===== src/hw/rtl/double_buffered_gray4_framebuffer_top_macros.svh =====
// Assertion macros for the gray4 framebuffer.
// Taken in by the top level; no other dependencies.
`ifndef DOUBLE_BUFFERED_GRAY4_FRAMEBUFFER_TOP_MACROS_SVH
`define DOUBLE_BUFFERED_GRAY4_FRAMEBUFFER_TOP_MACROS_SVH

// same-cycle implication
`define DBF_ASSERT_IMPL(label, clk, rst, ante, cons, msg) \
   label: assert property (@(posedge clk) disable iff (rst) (ante) |-> (cons)) \
      else $error(msg);

// next-cycle implication
`define DBF_ASSERT_NEXT(label, clk, rst, ante, cons, msg) \
   label: assert property (@(posedge clk) disable iff (rst) (ante) |=> (cons)) \
      else $error(msg);

`endif


===== src/hw/rtl/dbgfb_pkg.sv =====
// Shared types, op codes and constants for the gray4 framebuffer.
// No dependencies.
package dbgfb_pkg;

   localparam int SCREEN_WIDTH_DEF  = 128;
   localparam int SCREEN_HEIGHT_DEF = 128;
   localparam int STORE_BYTES_DEF   = 8192;

   // widest byte address any legal STORE_BYTES needs
   localparam int ADDR_MAX_W  = 15;
   localparam int QUEUE_DEPTH = 2;

   localparam logic [2:0] OP_SET_PIXEL = 3'd0;
   localparam logic [2:0] OP_CLEAR     = 3'd1;
   localparam logic [2:0] OP_PRESENT   = 3'd2;
   localparam logic [2:0] OP_DONE      = 3'd3;
   localparam logic [2:0] OP_READ      = 3'd4;

   localparam logic [7:0] MASK_LO = 8'h0F;
   localparam logic [7:0] MASK_HI = 8'hF0;
   localparam logic [7:0] BYTE_ZERO = 8'h00;

   typedef enum logic [2:0] {
      CMD_NOP,
      CMD_PIXEL,
      CMD_CLEAR,
      CMD_PRESENT,
      CMD_DONE,
      CMD_READ
   } cmd_kind_type;

   typedef struct packed {
      cmd_kind_type          kind;
      logic                  hit;       // address is on screen / inside the store
      logic                  nibble_lo; // odd x: low nibble
      logic [3:0]            gray;
      logic [ADDR_MAX_W-1:0] addr;
   } cmd_type;

   function automatic int addr_width(int n);
      return (n > 1) ? $clog2(n) : 1;
   endfunction

endpackage


===== src/hw/rtl/dbgfb_queue.sv =====
// Short command queue between the front and back ends.
// Depends on dbgfb_pkg.
module dbgfb_queue (
   input  logic              clock,
   input  logic              reset,
   input  logic              push_valid,
   output logic              push_ready,
   input  dbgfb_pkg::cmd_type push_cmd,
   output logic              pop_valid,
   input  logic              pop_ready,
   output dbgfb_pkg::cmd_type pop_cmd
);

   localparam int DEPTH = dbgfb_pkg::QUEUE_DEPTH;
   localparam int PW    = (DEPTH > 1) ? $clog2(DEPTH) : 1;
   localparam int CW    = $clog2(DEPTH + 1);
   localparam logic [PW-1:0] LAST_PTR = PW'(DEPTH - 1);
   localparam logic [CW-1:0] FULL_CNT = CW'(DEPTH);

   dbgfb_pkg::cmd_type entry_ff [DEPTH];
   logic [PW-1:0] wr_ptr_ff, wr_ptr_in;
   logic [PW-1:0] rd_ptr_ff, rd_ptr_in;
   logic [CW-1:0] count_ff, count_in;
   logic push, pop;

   assign push_ready = (count_ff != FULL_CNT);
   assign pop_valid  = (count_ff != '0);
   assign pop_cmd    = entry_ff[rd_ptr_ff];
   assign push       = push_valid && push_ready;
   assign pop        = pop_valid && pop_ready;

   always_comb begin
      wr_ptr_in = wr_ptr_ff;
      rd_ptr_in = rd_ptr_ff;
      count_in  = count_ff;
      if (push) begin
         wr_ptr_in = (wr_ptr_ff == LAST_PTR) ? '0 : wr_ptr_ff + PW'(1);
      end
      if (pop) begin
         rd_ptr_in = (rd_ptr_ff == LAST_PTR) ? '0 : rd_ptr_ff + PW'(1);
      end
      if (push && !pop) begin
         count_in = count_ff + CW'(1);
      end else if (pop && !push) begin
         count_in = count_ff - CW'(1);
      end
   end

   always_ff @(posedge clock) begin
      if (reset) begin
         wr_ptr_ff <= '0;
         rd_ptr_ff <= '0;
         count_ff  <= '0;
      end else begin
         wr_ptr_ff <= wr_ptr_in;
         rd_ptr_ff <= rd_ptr_in;
         count_ff  <= count_in;
      end
      if (push) begin
         entry_ff[wr_ptr_ff] <= push_cmd;
      end
   end

endmodule


===== config.mk =====
export PLATFORM = sky130hd
export DESIGN_NAME = dbgfb_queue
export DESIGN_NICKNAME = d
export VERILOG_FILES = /design/src/hw/rtl/double_buffered_gray4_framebuffer_top_macros.svh /design/src/hw/rtl/dbgfb_pkg.sv /design/src/hw/rtl/dbgfb_queue.sv
export SDC_FILE = /design/constraint.sdc
export NUM_CORES = 1
export LEC_CHECK = 0
export ABC_AREA = 1
export BUFFER_PORTS_ARGS = -buffer_cell sky130_fd_sc_hd__clkbuf_2
export CORE_ASPECT_RATIO = 1.25
export CORE_UTILIZATION = 25
export DETAILED_ROUTE_END_ITERATION = 6
export HOLD_SLACK_MARGIN = 0.05
export PLACE_DENSITY = 0.46
export SLEW_MARGIN = 20
export SYNTH_ARGS = -nofsm -noshare
export SYNTH_HDL_FRONTEND = slang
export SYNTH_SLANG_ARGS = --single-unit

===== constraint.sdc =====
create_clock -name clock -period 5.5 [get_ports clock]
set_input_delay 1.1 -clock clock [delete_from_list [all_inputs] [get_ports clock]]
set_output_delay 1.1 -clock clock [all_outputs]
set_load 0.02 [all_outputs]

# Word level (Yosys, flattened, before mapping)
# Memory sizes are Yosys's and may differ from the RTL's. A register that Yosys moved wholly into a read port is not among the register bits.
# Index checks and enable logic that the tools add are counted.
dict set report op_classes {
  add_sub_neg 4
  eq_ne 1
  n_mux 8
  n_reduce_logical 8
}
# operator count
set ops {}
lappend ops {{1-bit 2-to-1 mux} 6}
lappend ops {{1-bit logical AND} 4}
lappend ops {{2-bit 2-to-1 mux} 2}
lappend ops {{2-bit nonzero test} 2}
lappend ops {{1-bit adder, second input constant} 2}
lappend ops {{2-bit by 1-bit adder with 2-bit output, second input constant} 1}
lappend ops {{1-bit logical NOT} 2}
lappend ops {{2-bit != test, second input constant} 1}
lappend ops {{2-bit by 1-bit subtractor with 2-bit output, second input constant} 1}
dict set report totals {
  register_bits 4
  mem_bits_rw 48
  input_bits 28
  out_inout_bits 26
  word_cells 25
  n_memories 1
}
# name words width read_ports rd_ports_with_merged_regs write_ports line
set memory_table {}
lappend memory_table {entry_ff 2 24 1 1 1 dbgfb_queue.sv:20} ;# dbgfb_pkg::cmd_type entry_ff [DEPTH];

# Longest topological paths before layout
dict set report logic_depth {
  ltp_word 6
  ltp_mapped 11
  depth_no_buf 11
}

# Least setup slack after synthesis
# Ideal clock, no wire load.
dict set report synth_path {
  path_type {input -> register}
  startpoint {in push_valid}
  endpoint {mem entry_ff[0][0] (netlist bit) (enable)}
  setup_ns 0.405
  t_arrival_ns 2.223
  required_time_ns 5.095
  setup_slack_ns 2.872
  path_stages 2
  n_path_buf 0
  path_cell_list {nand2_1 nor2_1}
}
dict set report synth_via {
  elab_chain_cells 3
}
# element line
set synth_rtl {}
lappend synth_rtl {{start: declaration} dbgfb_queue.sv:6} ;# input logic push_valid,
lappend synth_rtl {{1-bit logical AND} dbgfb_queue.sv:29} ;# assign push = push_valid && push_ready;
lappend synth_rtl {{1-bit 2-to-1 mux} dbgfb_queue.sv:59} ;# if (push) begin
lappend synth_rtl {{1-bit 2-to-1 mux (implied by the code)} dbgfb_queue.sv:60} ;# entry_ff[wr_ptr_ff] <= push_cmd;
lappend synth_rtl {{end: declaration} dbgfb_queue.sv:20}
# Every way passes these cells.

==> reports/metrics.cfg <==
[outcome]
status=finished, final reports clean

[critical_path]
cp_top_family=flip-flops
cp_slowest_cell=dfxtp_2
path_cells=mux2_2, clkbuf_2
crit_cells=2
crit_type=register to primary output
slowest_delay_ns=0.87
reg2regPathDepth=5
critPathBufInv=1
regToRegSetupSlack_ns=3.71
r2r-end=entry_ff[1][23]$_DFFE_PP_
crit_end=pop_cmd[4]
critical_path_arrival_ns=1.74
crit_fanout=24
cp-end-kind=primary output
rr_startpoint=count_ff[0]$_SDFFE_PP0P_
required_ns=4.40
start_kind=register

[route]
initialDrtViolationCount=37
wl_per_cell_um=12.40
wl_um=3312
vias_per_cell=4.004
drcViolationCount=0
drt_pass1_iterations=4
antenna_left=0
vias=1069

[placement]
pre_cts_slack_ns=2.939
hpwlAfterDp_um=2277
gp_congestion=0.6542
io_buffers=53
placed_area_um2=2431

[synth]
yosysTopAreaCell=edfxtp_1
netlist_instances=112
ys.flop_type=edfxtp_1
synth.net_count=141
yosysMostFrequentCell=edfxtp_1
synth_edf_count=48
synth_top_area_share_pct=69.40
ys_async_sr_fraction_pct=0
synth_seq_area_share_pct=74.22
synthTopCellsByArea=edfxtp_1 69%, mux2_4 14%, dfxtp_1 4.8%
netlist_top_cells_count=48 x edfxtp_1, 20 x mux2_4, 9 x nand2_1
syn-mean-instance-area_um2=18.54
yosysWarnings=0
syn-cell-area_um2=2077
yosys_register_bits=53
synth.distinct_cells=14

[cts]
cts_hold_buf=0
cts_root_buffer=clkbuf_8
clock-sinks=53
clk_pin_slew_worst_paths_ns=0.09
insertion_delay_ns=0.30
cts_tree=done
clockBufferDepth=2
postCtsSetupBuffers=0
htree_levels=2
cts_buffers=5
cts_resized=0

[pwr]
power.static_leakage_nw=1.021
powerDensity_nw_per_um2=444.1
peakVddDrop_uv=195.1

[global_routing]
grt_pass1_vias=1093
antenna_found_initial=0
grt_first_pass_wirelength_um=5361
grtUsageTotal_pct=8.108
grt_max_degree=25
globalRoute.totalOverflow=0

[job]
drv_cap=0

[floorplan]
dieHeight_um=103.9
ios=54
dieArea_um2=8679
core_area_um2=7928
die_x_um=83.53
num_rows=36
start_util_pct=26.20

[cells_and_area]
area_growth_pct=22.17
final_cell_area_um2=2537
final_layout_size_suffix_gt1_share_pct=51.16
fin_nets=200
final_util_pct=32.01
diodes=0

[hold_path]
hp-class=register to register

[sta]
period_needed_ns=2.838
rsz0062_at_grt=false
finalSetupTns_ns=0
max_freq_mhz=352.3
relSlewSlack_pct=46.11
fin_crit_sh_pct=51.61
worst_pin_slew_ns=0.8083
hold_viol=0
holdWs_ns=0.5188
skew_ns=0.007070
fin_ws_ns=2.662
drv_slew=0
setup_violations=0

==> registers in the layout (all words and copies together), names as in the netlist, named ones only <==
register / count
rd_ptr_ff: 1
count_ff: 2
wr_ptr_ff: 1
entry_ff: 48
==> per-stage QoR <==
step | power [W] | instances
global route | 0.001197 | 267
CTS | 0.001151 | 267
finish | 0.001127 | 267
global placement | 0.0008942 | 259
floorplan | 0.0008092 | 112
detailed placement | 0.0008961 | 259
==> worst reg2reg max path: cells and delay by family, from the launching register on <==
kind          cells  cell delay [ns]
flops             1             0.34
simple gates      3             0.71
buf+inv           2             0.43
==> cell type report <==
| cell class | count | area, um^2 |
|---|---|---|
| repair buffers | 55 | 280.3 |
| fillers | 798 | 5390 |
| multi-input cells | 48 | 459.2 |
| inverters | 8 | 30.03 |
| clock inverters | 2 | 33.78 |
| well taps | 95 | 118.9 |
| flip-flops and latches | 53 | 1543 |
| clock buffers | 6 | 72.57 |
==> cells by family (layout without fill, tap and decap cells) <==
kind of cell,after synthesis,after routing,share of synthesized area [%]
AOI/OAI and AO/OA,4,4,0.9639
adders and majority gates,1,1,0.6023
buffers and inverters,11,71,3.916
and+or+nand+nor,19,19,3.675
DFF,53,53,74.22
muxes,24,24,16.63
==> cell usage in the layout, fill, tap and decap left out, drive strengths merged <==
cell and count:
mux2 24, clkinv 1, a21oi 2, dfxtp 5
edfxtp 48, inv 8, nor2 7, ha 1
nand2 9, bufinv 1, nand3 2, o21ai 2
buf 2, clkbuf 59, nand4 1
==> worst min path at each step <==
stage | from | to | slack (ns) | cells after the start
2_1_floorplan | rd_ptr_ff$_SDFFE_PP0P_ | register | 0.46 | 2
3_3_place_gp | rd_ptr_ff$_SDFFE_PP0P_ | rd_ptr_ff$_SDFFE_PP0P_ | 0.48 | 2
3_5_place_dp | rd_ptr_ff$_SDFFE_PP0P_ | register | 0.49 | 2
4_1_cts | rd_ptr_ff$_SDFFE_PP0P_ | rd_ptr_ff$_SDFFE_PP0P_ | 0.52 | 2
5_1_grt | wr_ptr_ff$_SDFFE_PP0P_ | wr_ptr_ff$_SDFFE_PP0P_ | 0.56 | 2
6_report | rd_ptr_ff$_SDFFE_PP0P_ | rd_ptr_ff$_SDFFE_PP0P_ | 0.52 | 2
==> metal layers <==
metal | share of wire, % | GRT usage [%] | wire length, um | up-vias
met5 | 0 | 0 | 0 | -
met4 | 2.0 | 3.995 | 67 | 0
met3 | 5.6 | 2.698 | 186 | 6
met2 | 52 | 14.23 | 1735 | 32
met1 | 40 | 8.669 | 1323 | 504
li1 | - | - | - | 527
==> report_power, final <==
group,total [W],internal (W),switching (W)
sequential,0.000552,0.000510,0.0000421
clock,0.000252,0.000134,0.000117
combinational,0.000323,0.000144,0.000179
(Power assumes the default switching activity.)
