### src/hw/rtl/double_buffered_gray4_framebuffer_top_macros.svh
// Assertion macros for the gray4 framebuffer.
// Taken in by the top level; no other dependencies.
`ifndef DOUBLE_BUFFERED_GRAY4_FRAMEBUFFER_TOP_MACROS_SVH
`define DOUBLE_BUFFERED_GRAY4_FRAMEBUFFER_TOP_MACROS_SVH

// same-cycle implication
`define DBF_ASSERT_IMPL(label, clk, rst, ante, cons, msg) \
   label: assert property (@(posedge clk) disable iff (rst) (ante) |-> (cons)) \
      else $error(msg);

// next-cycle implication
`define DBF_ASSERT_NEXT(label, clk, rst, ante, cons, msg) \
   label: assert property (@(posedge clk) disable iff (rst) (ante) |=> (cons)) \
      else $error(msg);

`endif

### src/hw/rtl/dbgfb_pkg.sv
// Shared types, op codes and constants for the gray4 framebuffer.
// No dependencies.
package dbgfb_pkg;

   localparam int SCREEN_WIDTH_DEF  = 128;
   localparam int SCREEN_HEIGHT_DEF = 128;
   localparam int STORE_BYTES_DEF   = 8192;

   // widest byte address any legal STORE_BYTES needs
   localparam int ADDR_MAX_W  = 15;
   localparam int QUEUE_DEPTH = 2;

   localparam logic [2:0] OP_SET_PIXEL = 3'd0;
   localparam logic [2:0] OP_CLEAR     = 3'd1;
   localparam logic [2:0] OP_PRESENT   = 3'd2;
   localparam logic [2:0] OP_DONE      = 3'd3;
   localparam logic [2:0] OP_READ      = 3'd4;

   localparam logic [7:0] MASK_LO = 8'h0F;
   localparam logic [7:0] MASK_HI = 8'hF0;
   localparam logic [7:0] BYTE_ZERO = 8'h00;

   typedef enum logic [2:0] {
      CMD_NOP,
      CMD_PIXEL,
      CMD_CLEAR,
      CMD_PRESENT,
      CMD_DONE,
      CMD_READ
   } cmd_kind_type;

   typedef struct packed {
      cmd_kind_type          kind;
      logic                  hit;       // address is on screen / inside the store
      logic                  nibble_lo; // odd x: low nibble
      logic [3:0]            gray;
      logic [ADDR_MAX_W-1:0] addr;
   } cmd_type;

   function automatic int addr_width(int n);
      return (n > 1) ? $clog2(n) : 1;
   endfunction

endpackage

### src/hw/rtl/dbgfb_front.sv
// Front end: takes request transfers, clips pixels, computes byte addresses
// and pushes one decoded command per request. Depends on dbgfb_pkg.
module dbgfb_front #(
   parameter int SCREEN_WIDTH  = dbgfb_pkg::SCREEN_WIDTH_DEF,
   parameter int SCREEN_HEIGHT = dbgfb_pkg::SCREEN_HEIGHT_DEF,
   parameter int STORE_BYTES   = dbgfb_pkg::STORE_BYTES_DEF
) (
   input  logic               req_valid,
   output logic               req_ready,
   input  logic [2:0]         req_op,
   input  logic signed [8:0]  req_pixel_x,
   input  logic signed [8:0]  req_pixel_y,
   input  logic [3:0]         req_gray_level,
   input  logic [12:0]        req_byte_index,
   input  logic               init_done,
   output logic               push_valid,
   input  logic               push_ready,
   output dbgfb_pkg::cmd_type push_cmd
);

   localparam int AMW = dbgfb_pkg::ADDR_MAX_W;

   logic        x_ok, y_ok;
   logic [16:0] pix_addr;
   logic        pix_fits, idx_fits;

   // negative coordinates fail on the sign bit; the rest compares unsigned
   assign x_ok = !req_pixel_x[8] && ({1'b0, req_pixel_x[7:0]} < 9'(SCREEN_WIDTH));
   assign y_ok = !req_pixel_y[8] && ({1'b0, req_pixel_y[7:0]} < 9'(SCREEN_HEIGHT));

   // x/2 + y*(width/2); the multiplier is a constant
   assign pix_addr = 17'(req_pixel_x[7:1]) + 17'(req_pixel_y[7:0]) * 17'(SCREEN_WIDTH / 2);
   assign pix_fits = pix_addr < 17'(STORE_BYTES);
   assign idx_fits = 17'(req_byte_index) < 17'(STORE_BYTES);

   assign req_ready  = init_done && push_ready;
   assign push_valid = req_valid && init_done;

   always_comb begin
      push_cmd.kind      = dbgfb_pkg::CMD_NOP;
      push_cmd.hit       = 1'b0;
      push_cmd.nibble_lo = req_pixel_x[0];
      push_cmd.gray      = req_gray_level;
      push_cmd.addr      = pix_addr[AMW-1:0];
      case (req_op)
         dbgfb_pkg::OP_SET_PIXEL: begin
            push_cmd.kind = dbgfb_pkg::CMD_PIXEL;
            push_cmd.hit  = x_ok && y_ok && pix_fits;
         end
         dbgfb_pkg::OP_CLEAR:   push_cmd.kind = dbgfb_pkg::CMD_CLEAR;
         dbgfb_pkg::OP_PRESENT: push_cmd.kind = dbgfb_pkg::CMD_PRESENT;
         dbgfb_pkg::OP_DONE:    push_cmd.kind = dbgfb_pkg::CMD_DONE;
         dbgfb_pkg::OP_READ: begin
            push_cmd.kind = dbgfb_pkg::CMD_READ;
            push_cmd.hit  = idx_fits;
            push_cmd.addr = AMW'(req_byte_index);
         end
         default:               push_cmd.kind = dbgfb_pkg::CMD_NOP;
      endcase
   end

endmodule

### config.mk
export PLATFORM = sky130hd
export DESIGN_NAME = dbgfb_front
export DESIGN_NICKNAME = d
export VERILOG_FILES = /design/src/hw/rtl/double_buffered_gray4_framebuffer_top_macros.svh /design/src/hw/rtl/dbgfb_pkg.sv /design/src/hw/rtl/dbgfb_front.sv
export SDC_FILE = /design/constraint.sdc
export NUM_CORES = 1
export LEC_CHECK = 0
export BUFFER_PORTS_ARGS = -buffer_cell sky130_fd_sc_hd__buf_2
export CAP_MARGIN = 20
export CORE_MARGIN = 2
export CORE_UTILIZATION = 26
export DETAILED_ROUTE_END_ITERATION = 8
export GPL_TIMING_DRIVEN = 0
export PLACE_DENSITY = 0.76
export SYNTH_ARGS = -nofsm -noshare
export SYNTH_HDL_FRONTEND = slang
export SYNTH_SLANG_ARGS = --single-unit
### constraint.sdc
create_clock -name vclk -period 1.9
set_input_delay 0.095 -clock vclk [all_inputs]
set_output_delay 0.095 -clock vclk [all_outputs]
set_load 0.02 [all_outputs]
## Word-level counts from Yosys, hierarchy flattened

Index checks and enable logic that the tools add are counted.

| storage, ports and cells | value |
|---|---|
| register bits after elaboration | 0 |
| output and inout bits | 26 |
| input bits | 41 |
| logic and storage cells | 20 |

| cells by class | value |
|---|---|
| reduce and logical (&&, ||, !) cells | 9 |
| equality and inequality tests | 4 |
| $lt $le $gt $ge | 3 |
| mux-type cells | 3 |
| add/sub/neg operators | 1 |

Operator list:

| operator | number |
|---|---|
| $lt A8 B8 Y1 const B | 2 |
| $add A7 B14 Y15 | 1 |
| $lt A15 B14 Y1 const B | 1 |
| $mux W15 | 1 |
| $pmux W3 S5 | 1 |
| $eq A3 B2 Y1 const B | 2 |
| $logic_and A1 B1 Y1 | 6 |
| $eq A3 B1 Y1 const B | 1 |
| $eq A3 B3 Y1 const B | 1 |
| $logic_not A3 Y1 | 1 |
| $logic_not A1 Y1 | 2 |
| $pmux W1 S2 | 1 |

## Depth between registers and ports, before layout

Gate-level depths: netlist of the first run.

| logic depth | value |
|---|---|
| word-level depth | 5 |
| gate-level depth with buffers | 5 |
| gate-level depth less buffers | 5 |

## Worst setup path before layout of the first run

No wires, ideal clock.

| timing path | value |
|---|---|
| kind | in2out |
| start | input req_pixel_x[7] |
| end | output push_cmd[14] in the netlist's numbering |
| path slack | 0.556 ns |
| stages | 4 |
| required time | 1.805 ns |
| path buffers | 0 |
| arrival time | 1.249 ns |
| path through | ha_1 -> ha_1 -> nand2_1 -> nor4b_1 |

RTL lines:

| item | RTL line | source |
|---|---|---|
| from (decl) | dbgfb_front.sv:11 | `input logic signed [8:0] req_pixel_x,` |
| to (decl) | dbgfb_front.sv:18 | `output dbgfb_pkg::cmd_type push_cmd` |

==> flow_metrics.py, run 1 <==
metrics = {
    "run_status": {
        "status": "complete, no violations",
    },
    "min_path": {
        "hp-class": "input pin to primary output",
        "holdPathStages": 2,
    },
    "global_route": {
        "antenna_found_initial": 0,
        "grt_first_pass_wirelength_um": 2140,
        "grt_usage": 0.136,
        "first_global_vias": 586,
        "grt_max_degree": 11,
        "overflow": 0,
    },
    "timing": {
        "fmax_mhz": 701,
        "fin_crit_ns": 1.43,
        "timing.final.hold_violations": 0,
        "worst_pin_slew_ns": 0.491,
        "slew_headroom": 0.671,
        "slew_violations": 0,
        "period_share": 0.751,
        "fin_setup_tns_ns": 0,
        "rsz0062_at_grt": "false",
        "setup_violations": 0,
    },
    "critical_path": {
        "worstSetupPathDepth": 7,
        "cp_slowest_cell": "or4_1",
        "critPathTopFamily": "simple AND/OR/NAND/NOR gates",
        "crit_start": "req_pixel_x[7]",
        "crit_type": "input pin to primary output",
        "crit_chain": "buf_2 > ha_1 > ha_1 > nand2_1 > or4_1 > nand3_1 > buf_2",
        "worstSetupEndpoint": "push_cmd[12]",
        "worstPathArrival_ns": 1.33,
        "crit_buf_inv": 2,
        "cp-start-kind": "input pin",
        "cp.required_ns": 1.80,
        "critical-path-max-stage-delay_ns": 0.40,
        "cp-end-kind": "primary output",
        "path_max_fanout": 3,
    },
    "floorplan": {
        "fp.dieH_um": 43.4,
        "rows": 14,
        "dieArea_um2": 1890,
        "floorplan.initialDensity": 0.271,
        "die_x_um": 43.4,
        "pin_count": 67,
        "core_area_um2": 1490,
    },
    "synthesis": {
        "yosys_warnings": 0,
        "synthSimpleGateAreaFrac": 0.554,
        "synth_fp_nets": 115,
        "synth_cell_type_count": 20,
        "syn_area_um2": 404,
        "ys_seq_area_frac": 0,
        "synthMuxAreaShare": 0,
        "synth_xor_area_frac": 0.0867,
        "synth_adder_area_share": 0.0619,
        "syn_area_per_cell_um2": 5.61,
        "synth_compound_area_frac": 0.173,
        "synthCells": 72,
        "synth_top_family_by_area": "simple AND/OR/NAND/NOR gates",
    },
    "routing": {
        "drt_iter0_drc": 5,
        "dr.pass1.iters": 4,
        "finalWirelength_um": 1430,
        "wl_per_cell_um": 9.55,
        "num_vias": 713,
        "viasPerCell": 4.75,
        "drc": 0,
        "ant_nets": 0,
    },
    "placed_design": {
        "place.gp.congestion": 0.797,
        "dp_hpwl_um": 1250,
        "port_buffers": 62,
    },
    "clocking": {
        "cts_repair_resize_count": 0,
        "post_cts_buffers": 0,
        "ctsHoldBuffers": 0,
    },
    "final_layout": {
        "syn_to_final_growth_pct": 81.7,
        "fillers": 163,
        "drive_above_1_share": 0.530,
        "seq_area_um2": 0,
        "final_nets": 179,
        "fin_util": 0.493,
        "multi_input_area_um2": 354,
        "nClkBuffers": 0,
        "antenna_cells": 0,
        "seq_cells": 0,
    },
    "pwr": {
        "finalPower_mw": 0.193,
        "irDropWorstVdd_mv": 0.112,
        "power.leakage_nw": 0.434,
        "power.density_nw_per_um2": 263,
    },
    "flow_run": {
        "drv_cap": 0,
    },
}
-- metrics by stage --
| stage | hold WS, ns | instances | instance area (um^2) | worst slack, ns |
|---|---|---|---|---|
| finish | 0.407 | 150 | 734 | 0.473 |
| floorplan | 0.267 | 72 | 404 | 0.556 |
| CTS | 0.408 | 150 | 734 | 0.474 |
| global placement | 0.408 | 150 | 734 | 0.486 |
| global route | 0.410 | 150 | 734 | 0.389 |
| detailed placement | 0.408 | 150 | 734 | 0.475 |
-- logic make-up (layout without fill, tap and decap cells) --
family          count (synthesis)  in the layout
simple gates                   48             48
buf+inv                         7             69
compound gates                 11             11
fa+ha+maj                       2              2
xor+xnor                        4              4
-- cell usage after synthesis, types with 2 or more instances --
cell,count,area [um^2]
nand2_1,31,116
buf_4,6,45.0
o21ai_0,6,30.0
nand3_1,4,20.0
nor2_1,3,11.3
a21oi_1,2,10.0
and2_1,2,12.5
ha_1,2,25.0
or3_1,2,12.5
or4_1,2,15.0
xnor2_1,2,17.5
xor2_1,2,17.5
-- placed cells by master (no fill, tap or decap), types with 2 or more instances in the layout --
cell type	n
and2_1	2
or3_1	2
nand2_1	31
xnor2_1	2
ha_1	2
buf_2	63
nand3_1	4
buf_4	6
a21oi_1	2
o21ai_0	6
nor2_1	3
xor2_1	2
or4_1	2
-- area by class of cell --
cell class / instances / share of cell area
Tap cell: 16 / 0.0273
Multi-Input combinational cell: 65 / 0.482
Buffer: 7 / 0.0681
Timing Repair Buffer: 62 / 0.422
-- worst min-delay path by stage --
stage,startpoint,to,slack [ns]
2_1_floorplan,req_op[0],push_cmd[21],0.27
3_3_place_gp,req_gray_level[0],push_cmd[15],0.41
3_5_place_dp,req_gray_level[0],push_cmd[15],0.41
4_1_cts,req_gray_level[0],push_cmd[15],0.41
5_1_grt,req_gray_level[1],push_cmd[16],0.41
6_report,req_gray_level[0],push_cmd[15],0.41
-- report_power, final --
group	internal [mW]	switching, mW
sequential	0	0
combinational	0.0826	0.110
clock	0	0
total	0.0826	0.110
-- routing by layer --
layer,vias up,routed length (um),track usage,share of wire
met5,-,0,0,0
met4,0,0,0.0182,0
met3,0,137,0.0125,0.096
met2,37,722,0.275,0.50
met1,307,573,0.155,0.40
li1,369,-,-,-
No activity file was read; power rests on OpenSTA's default activity.
==> run 2: changes to the inputs <==
--- a/config.mk
+++ b/config.mk
@@ -5,13 +5,14 @@
 export SDC_FILE = /design/constraint.sdc
 export NUM_CORES = 1
 export LEC_CHECK = 0
+export ABC_AREA = 1
 export BUFFER_PORTS_ARGS = -buffer_cell sky130_fd_sc_hd__buf_2
 export CAP_MARGIN = 20
 export CORE_MARGIN = 2
 export CORE_UTILIZATION = 26
 export DETAILED_ROUTE_END_ITERATION = 8
 export GPL_TIMING_DRIVEN = 0
-export PLACE_DENSITY = 0.76
+export PLACE_DENSITY = 0.74
 export SYNTH_ARGS = -nofsm -noshare
 export SYNTH_HDL_FRONTEND = slang
 export SYNTH_SLANG_ARGS = --single-unit
==> constraint.sdc (replaced) <==
create_clock -name vclk -period 1.2
set_input_delay 0.06 -clock vclk [all_inputs]
set_output_delay 0.06 -clock vclk [all_outputs]
set_load 0.02 [all_outputs]
==> run 2 against run 1 <==
- largest power group unchanged
- via count grew 2.2%
- largest cell class is now multi-input gates
- sequential share of layout area unchanged
- critical path depth is 2 higher
- count of clock-buffer cells in the layout did not move
- routed wire length down 0.14%
==> flow_metrics.py, run 2 <==
metrics = {
    "run_status": {
        "status": "complete, no violations",
    },
    "critical_path": {
        "crit_type": "input pin to primary output",
        "path_max_fanout": 3,
        "cp-start-kind": "input pin",
        "cp.required_ns": 1.14,
        "cp-end-kind": "primary output",
        "worstPathArrival_ns": 1.08,
    },
    "floorplan": {
        "rows": 15,
        "pin_count": 67,
        "dieArea_um2": 2130,
        "core_area_um2": 1710,
        "floorplan.initialDensity": 0.271,
        "fp.dieH_um": 46.2,
        "die_x_um": 46.2,
    },
    "timing": {
        "setup_violations": 0,
        "period_share": 0.949,
        "rsz0062_at_grt": "false",
        "fmax_mhz": 878,
        "slew_headroom": 0.889,
        "worst_pin_slew_ns": 0.166,
        "whs_ns": 0.337,
        "slew_violations": 0,
        "fin_crit_ns": 1.14,
        "timing.final.hold_violations": 0,
    },
    "global_route": {
        "first_global_vias": 602,
        "use_met3": 0.00784,
        "gr-usage-met1": 0.154,
        "overflow": 0,
        "grt_usage": 0.133,
        "grt_max_degree": 11,
        "gr-usage-met2": 0.272,
        "antenna_found_initial": 0,
        "busiest_layer": "met2",
        "grt_first_pass_wirelength_um": 2240,
    },
    "routing": {
        "viasPerCell": 4.17,
        "wl_per_cell_um": 8.17,
        "ant_nets": 0,
        "dr.pass1.iters": 4,
        "drt_iter0_drc": 13,
        "num_vias": 729,
        "drc": 0,
        "finalWirelength_um": 1430,
    },
    "synthesis": {
        "synthMuxAreaShare": 0,
        "syn_area_per_cell_um2": 5.26,
        "synth_cell_type_count": 21,
        "synthSimpleGateAreaFrac": 0.603,
        "synth_top_area_frac": 0.324,
        "syn_area_um2": 463,
        "synthTopCellsByArea": "nand2_1 32%, buf_4 9.7%, ha_1 5.4%",
        "yosysTopAreaCell": "nand2_1",
        "ys_seq_area_frac": 0,
        "post-synth-top-count-cell": "nand2_1",
        "synth_fp_nets": 131,
        "yosys-top-cells-count": "40 x nand2_1, 6 x buf_4, 5 x inv_1, 5 x nand3_1, 5 x nor2_1",
        "synthCells": 88,
        "synth_top_family_by_area": "simple AND/OR/NAND/NOR gates",
        "synth_compound_area_frac": 0.114,
        "synth_adder_area_share": 0.0541,
        "yosys_warnings": 0,
        "synth_xor_area_frac": 0.0378,
    },
    "placed_design": {
        "placed_area_um2": 805,
        "port_buffers": 62,
        "place.gp.congestion": 0.817,
        "dp_hpwl_um": 1290,
    },
    "final_layout": {
        "drive_above_1_share": 0.553,
        "fillers": 184,
        "fin_area_um2": 827,
        "antenna_cells": 0,
        "seq_area_um2": 0,
        "syn_to_final_growth_pct": 78.6,
        "nClkBuffers": 0,
        "final_nets": 195,
        "final_common_cell": "buf_2",
        "fin_util": 0.484,
        "seq_cells": 0,
        "final_cell_mix": "61 x buf_2, 40 x nand2_1, 7 x buf_4",
    },
    "pwr": {
        "power.density_nw_per_um2": 401,
        "power.leakage_nw": 0.515,
        "irDropWorstVdd_mv": 0.208,
        "finalPower_mw": 0.331,
    },
    "flow_run": {
        "drv_cap": 0,
    },
    "clocking": {
        "post_cts_buffers": 0,
    },
    "min_path": {
        "hp-class": "input pin to primary output",
        "holdPathStages": 2,
    },
}
run 2: changes by cell type in the layout (fill, tap and decap cells not counted), moves of 2 or more:
cell | before | now
nand2_1 | 31 | 40
inv_1 | 0 | 5
o21ai_0 | 6 | 2
nand2_2 | 0 | 3
nor2_4 | 0 | 3
and2_1 | 2 | 0
buf_2 | 63 | 61
ha_1 | 2 | 0
nor2_1 | 3 | 5
nor2_2 | 0 | 2
or3_1 | 2 | 0
or4_1 | 2 | 0
xor2_1 | 2 | 0
run 2: cell type report:
type	count	area, um^2	area share
Buffer	7	60.1	0.0726
Timing Repair Buffer	62	313	0.378
Tap cell	25	31.3	0.0378
Inverter	7	28.8	0.0348
Multi-Input combinational cell	74	394	0.477
run 2: kinds of logic after synthesis:
kind of cell,count (synthesis)
xor gates and xnor gates,2
and+or+nand+nor,61
AOI/OAI and AO/OA,9
buffers and inverters,14
adders and majority gates,2
run 2: per-stage QoR:
step	TNS, ns	setup slack, ns	cells
2_1_floorplan	0	0.0604	88
4_1_cts	0	0.0296	175
3_5_place_dp	-0.0476	-0.0384	175
5_1_grt	0	0.00487	175
6_report	0	0.0615	175
3_3_place_gp	-0.0120	-0.0120	175
run 2: routing by layer:
layer,wire (um),share of wire
met5,0,0
met4,0,0
met3,114,0.080
met2,708,0.50
met1,607,0.42
run 2: worst max-delay path, cell delays in order:
cell	delay (ns)
buf_2	0.11
ha_2	0.21
ha_4	0.17
nand2_2	0.08
nor2_4	0.04
nand3_1	0.08
nand2_1	0.06
o21ai_1	0.12
buf_4	0.15
run 2: power by group:
group	leakage, nW	switching (mW)	internal, mW
Sequential	0	0	0
Clock	0	0	0
Combinational	0.515	0.190	0.142
run 2: worst paths after layout:
| kind | startpoint | end | slack, ns |
|---|---|---|---|
| worst max-delay path | req_pixel_x[7] | push_cmd[12] | 0.06 |
| worst min-delay path | req_gray_level[1] | push_cmd[16] | 0.34 |
run 2: repair_timing:
item | in CTS | in global routing
gates resized for setup | 4 | 1
pin swaps | 0 | 0
endpoints found under the setup margin | 3 | 3
endpoints found under the hold margin | 0 | 0
hold buffers | 0 | 0
==> run 3: changes to the inputs <==
--- a/config.mk
+++ b/config.mk
@@ -12,7 +12,8 @@
 export CORE_UTILIZATION = 26
 export DETAILED_ROUTE_END_ITERATION = 8
 export GPL_TIMING_DRIVEN = 0
-export PLACE_DENSITY = 0.74
+export PLACE_DENSITY = 0.72
+export RECOVER_POWER = 50
 export SYNTH_ARGS = -nofsm -noshare
 export SYNTH_HDL_FRONTEND = slang
 export SYNTH_SLANG_ARGS = --single-unit
==> constraint.sdc (replaced) <==
create_clock -name vclk -period 1.4
set_input_delay 0.07 -clock vclk [all_inputs]
set_output_delay 0.07 -clock vclk [all_outputs]
set_load 0.02 [all_outputs]
==> run 3 against run 2 <==
- non-clock buffer count stayed put
- cell count did not move
- combinational power down 18%
- final area fell by 5.3%
- count of clock-buffer cells in the layout unchanged
- global-route usage shrank 0.16 points
- flip-flop and latch count unchanged
- utilization shrank 2.6 points
==> flow_metrics.py, run 3 (synthesis results as in run 2) <==
metrics = {
    "routing": {
        "viasPerCell": 4.21,
        "wl_per_cell_um": 8.14,
        "wl_met3_um": 104,
        "finalWirelength_um": 1430,
        "top_layer": "met4",
        "drt_iter0_drc": 3,
        "wl_met1_um": 587,
        "num_vias": 737,
        "drc": 0,
        "ant_nets": 0,
        "dr.pass1.iters": 4,
        "wl_met2_um": 720,
    },
    "timing": {
        "slew_headroom": 0.788,
        "period_share": 0.899,
        "setup_violations": 0,
        "fmax_mhz": 794,
        "setup_ws_ns": 0.141,
        "worst_pin_slew_ns": 0.317,
        "rsz0062_at_grt": "false",
        "fin_crit_ns": 1.26,
        "slew_violations": 0,
        "fin_setup_tns_ns": 0,
        "timing.final.hold_violations": 0,
    },
    "final_layout": {
        "seq_area_um2": 0,
        "drive_above_1_share": 0.460,
        "final_nets": 195,
        "final_cell_mix": "51 x buf_2, 41 x nand2_1, 11 x clkbuf_1, 6 x buf_4",
        "final_common_cell": "buf_2",
        "antenna_cells": 0,
        "syn_to_final_growth_pct": 69.2,
        "seq_cells": 0,
        "fin_area_um2": 783,
        "finalNonFillerCells": 175,
        "nClkBuffers": 0,
    },
    "clocking": {
        "post_cts_buffers": 0,
        "cts_repair_resize_count": 0,
        "ctsHoldBuffers": 0,
    },
    "pwr": {
        "swShare": 0.587,
        "pwr-share-comb": 1.000,
        "finalPower_mw": 0.271,
        "power.density_nw_per_um2": 346,
        "p_int_mw": 0.112,
        "p_seq_frac": 0,
        "p_clk_frac": 0,
        "irDropWorstVdd_mv": 0.144,
        "power.leakage_nw": 0.475,
        "p_sw_mw": 0.159,
    },
    "placed_design": {
        "port_buffers": 62,
        "dp_hpwl_um": 1280,
        "place_ws_ns": 0.136,
        "placed_area_um2": 805,
        "place.gp.congestion": 0.819,
        "place_inst": 175,
    },
    "floorplan": {
        "floorplan.initialDensity": 0.271,
        "fp.dieH_um": 46.2,
        "core_area_um2": 1710,
        "dieArea_um2": 2130,
        "pin_count": 67,
        "die_x_um": 46.2,
        "rows": 15,
    },
    "global_route": {
        "overflow": 0,
        "grt_max_degree": 11,
        "first_global_vias": 595,
        "grt_first_pass_wirelength_um": 2210,
        "antenna_found_initial": 0,
        "grt_usage": 0.131,
    },
    "critical_path": {
        "cp-end-kind": "primary output",
        "crit_type": "input pin to primary output",
        "cp-start-kind": "input pin",
        "worstPathArrival_ns": 1.19,
        "path_max_fanout": 3,
        "cp.required_ns": 1.33,
    },
    "min_path": {
        "hold_path_end": "push_cmd[18]",
        "holdPathStages": 2,
        "hp-class": "input pin to primary output",
        "worstHoldStart": "req_gray_level[3]",
    },
    "flow_run": {
        "drv_cap": 0,
    },
    "run_status": {
        "status": "complete, no violations",
    },
}
## run 3: changes by cell type in the layout (fill, tap and decap cells not counted), sizes merged
| cell | previous run | this run |
|---|---|---|
| buf | 69 | 58 |
| clkbuf | 0 | 11 |
## run 3: routing by layer
layer / global-route usage / up-vias
li1: - / 398
met1: 0.163 / 304
met2: 0.250 / 33
met3: 0 / 2
met4: 0.0229 / 0
met5: 0 / -
## run 3: worst max-delay path, stage by stage
cell	delay (ns)
buf_2	0.11
ha_1	0.22
ha_1	0.22
nand2_2	0.08
nor2_2	0.05
nand3_1	0.08
nand2_1	0.05
o21ai_0	0.13
buf_2	0.18
## run 3: how the worst max path moves through the flow
stage	from	end	slack [ns]
2_1_floorplan	req_pixel_x[7]	push_cmd[12]	0.13
3_3_place_gp	req_pixel_x[7]	push_cmd[12]	0.14
3_5_place_dp	req_pixel_x[7]	push_cmd[12]	0.14
4_1_cts	req_pixel_x[7]	push_cmd[12]	0.13
5_1_grt	req_pixel_x[7]	push_cmd[12]	0.06
6_report	req_pixel_x[7]	push_cmd[12]	0.14
## run 3: cell type report
cell class                 count  area [um^2]
buffer                         7         60.1
tap                           25         31.3
multi-input combinational     74          367
fill                         178          925
timing repair buffer          62          297
inverter                       7         28.8
## run 3: power groups by stage
| stage | sequential (mW) | combinational [mW] | clock (mW) |
|---|---|---|---|
| after floorplan | 0 | 0.161 | 0 |
| after global placement | 0 | 0.276 | 0 |
| after detailed placement | 0 | 0.280 | 0 |
| after CTS | 0 | 0.281 | 0 |
| after global routing | 0 | 0.298 | 0 |
| final | 0 | 0.271 | 0 |
## run 3: per-stage QoR
stage                     utilization  hold WS [ns]
after global placement          0.471         0.359
after detailed placement        0.471         0.358
after CTS                       0.471         0.359
after global routing            0.459         0.404
after floorplan                     -         0.217
final                           0.459         0.399
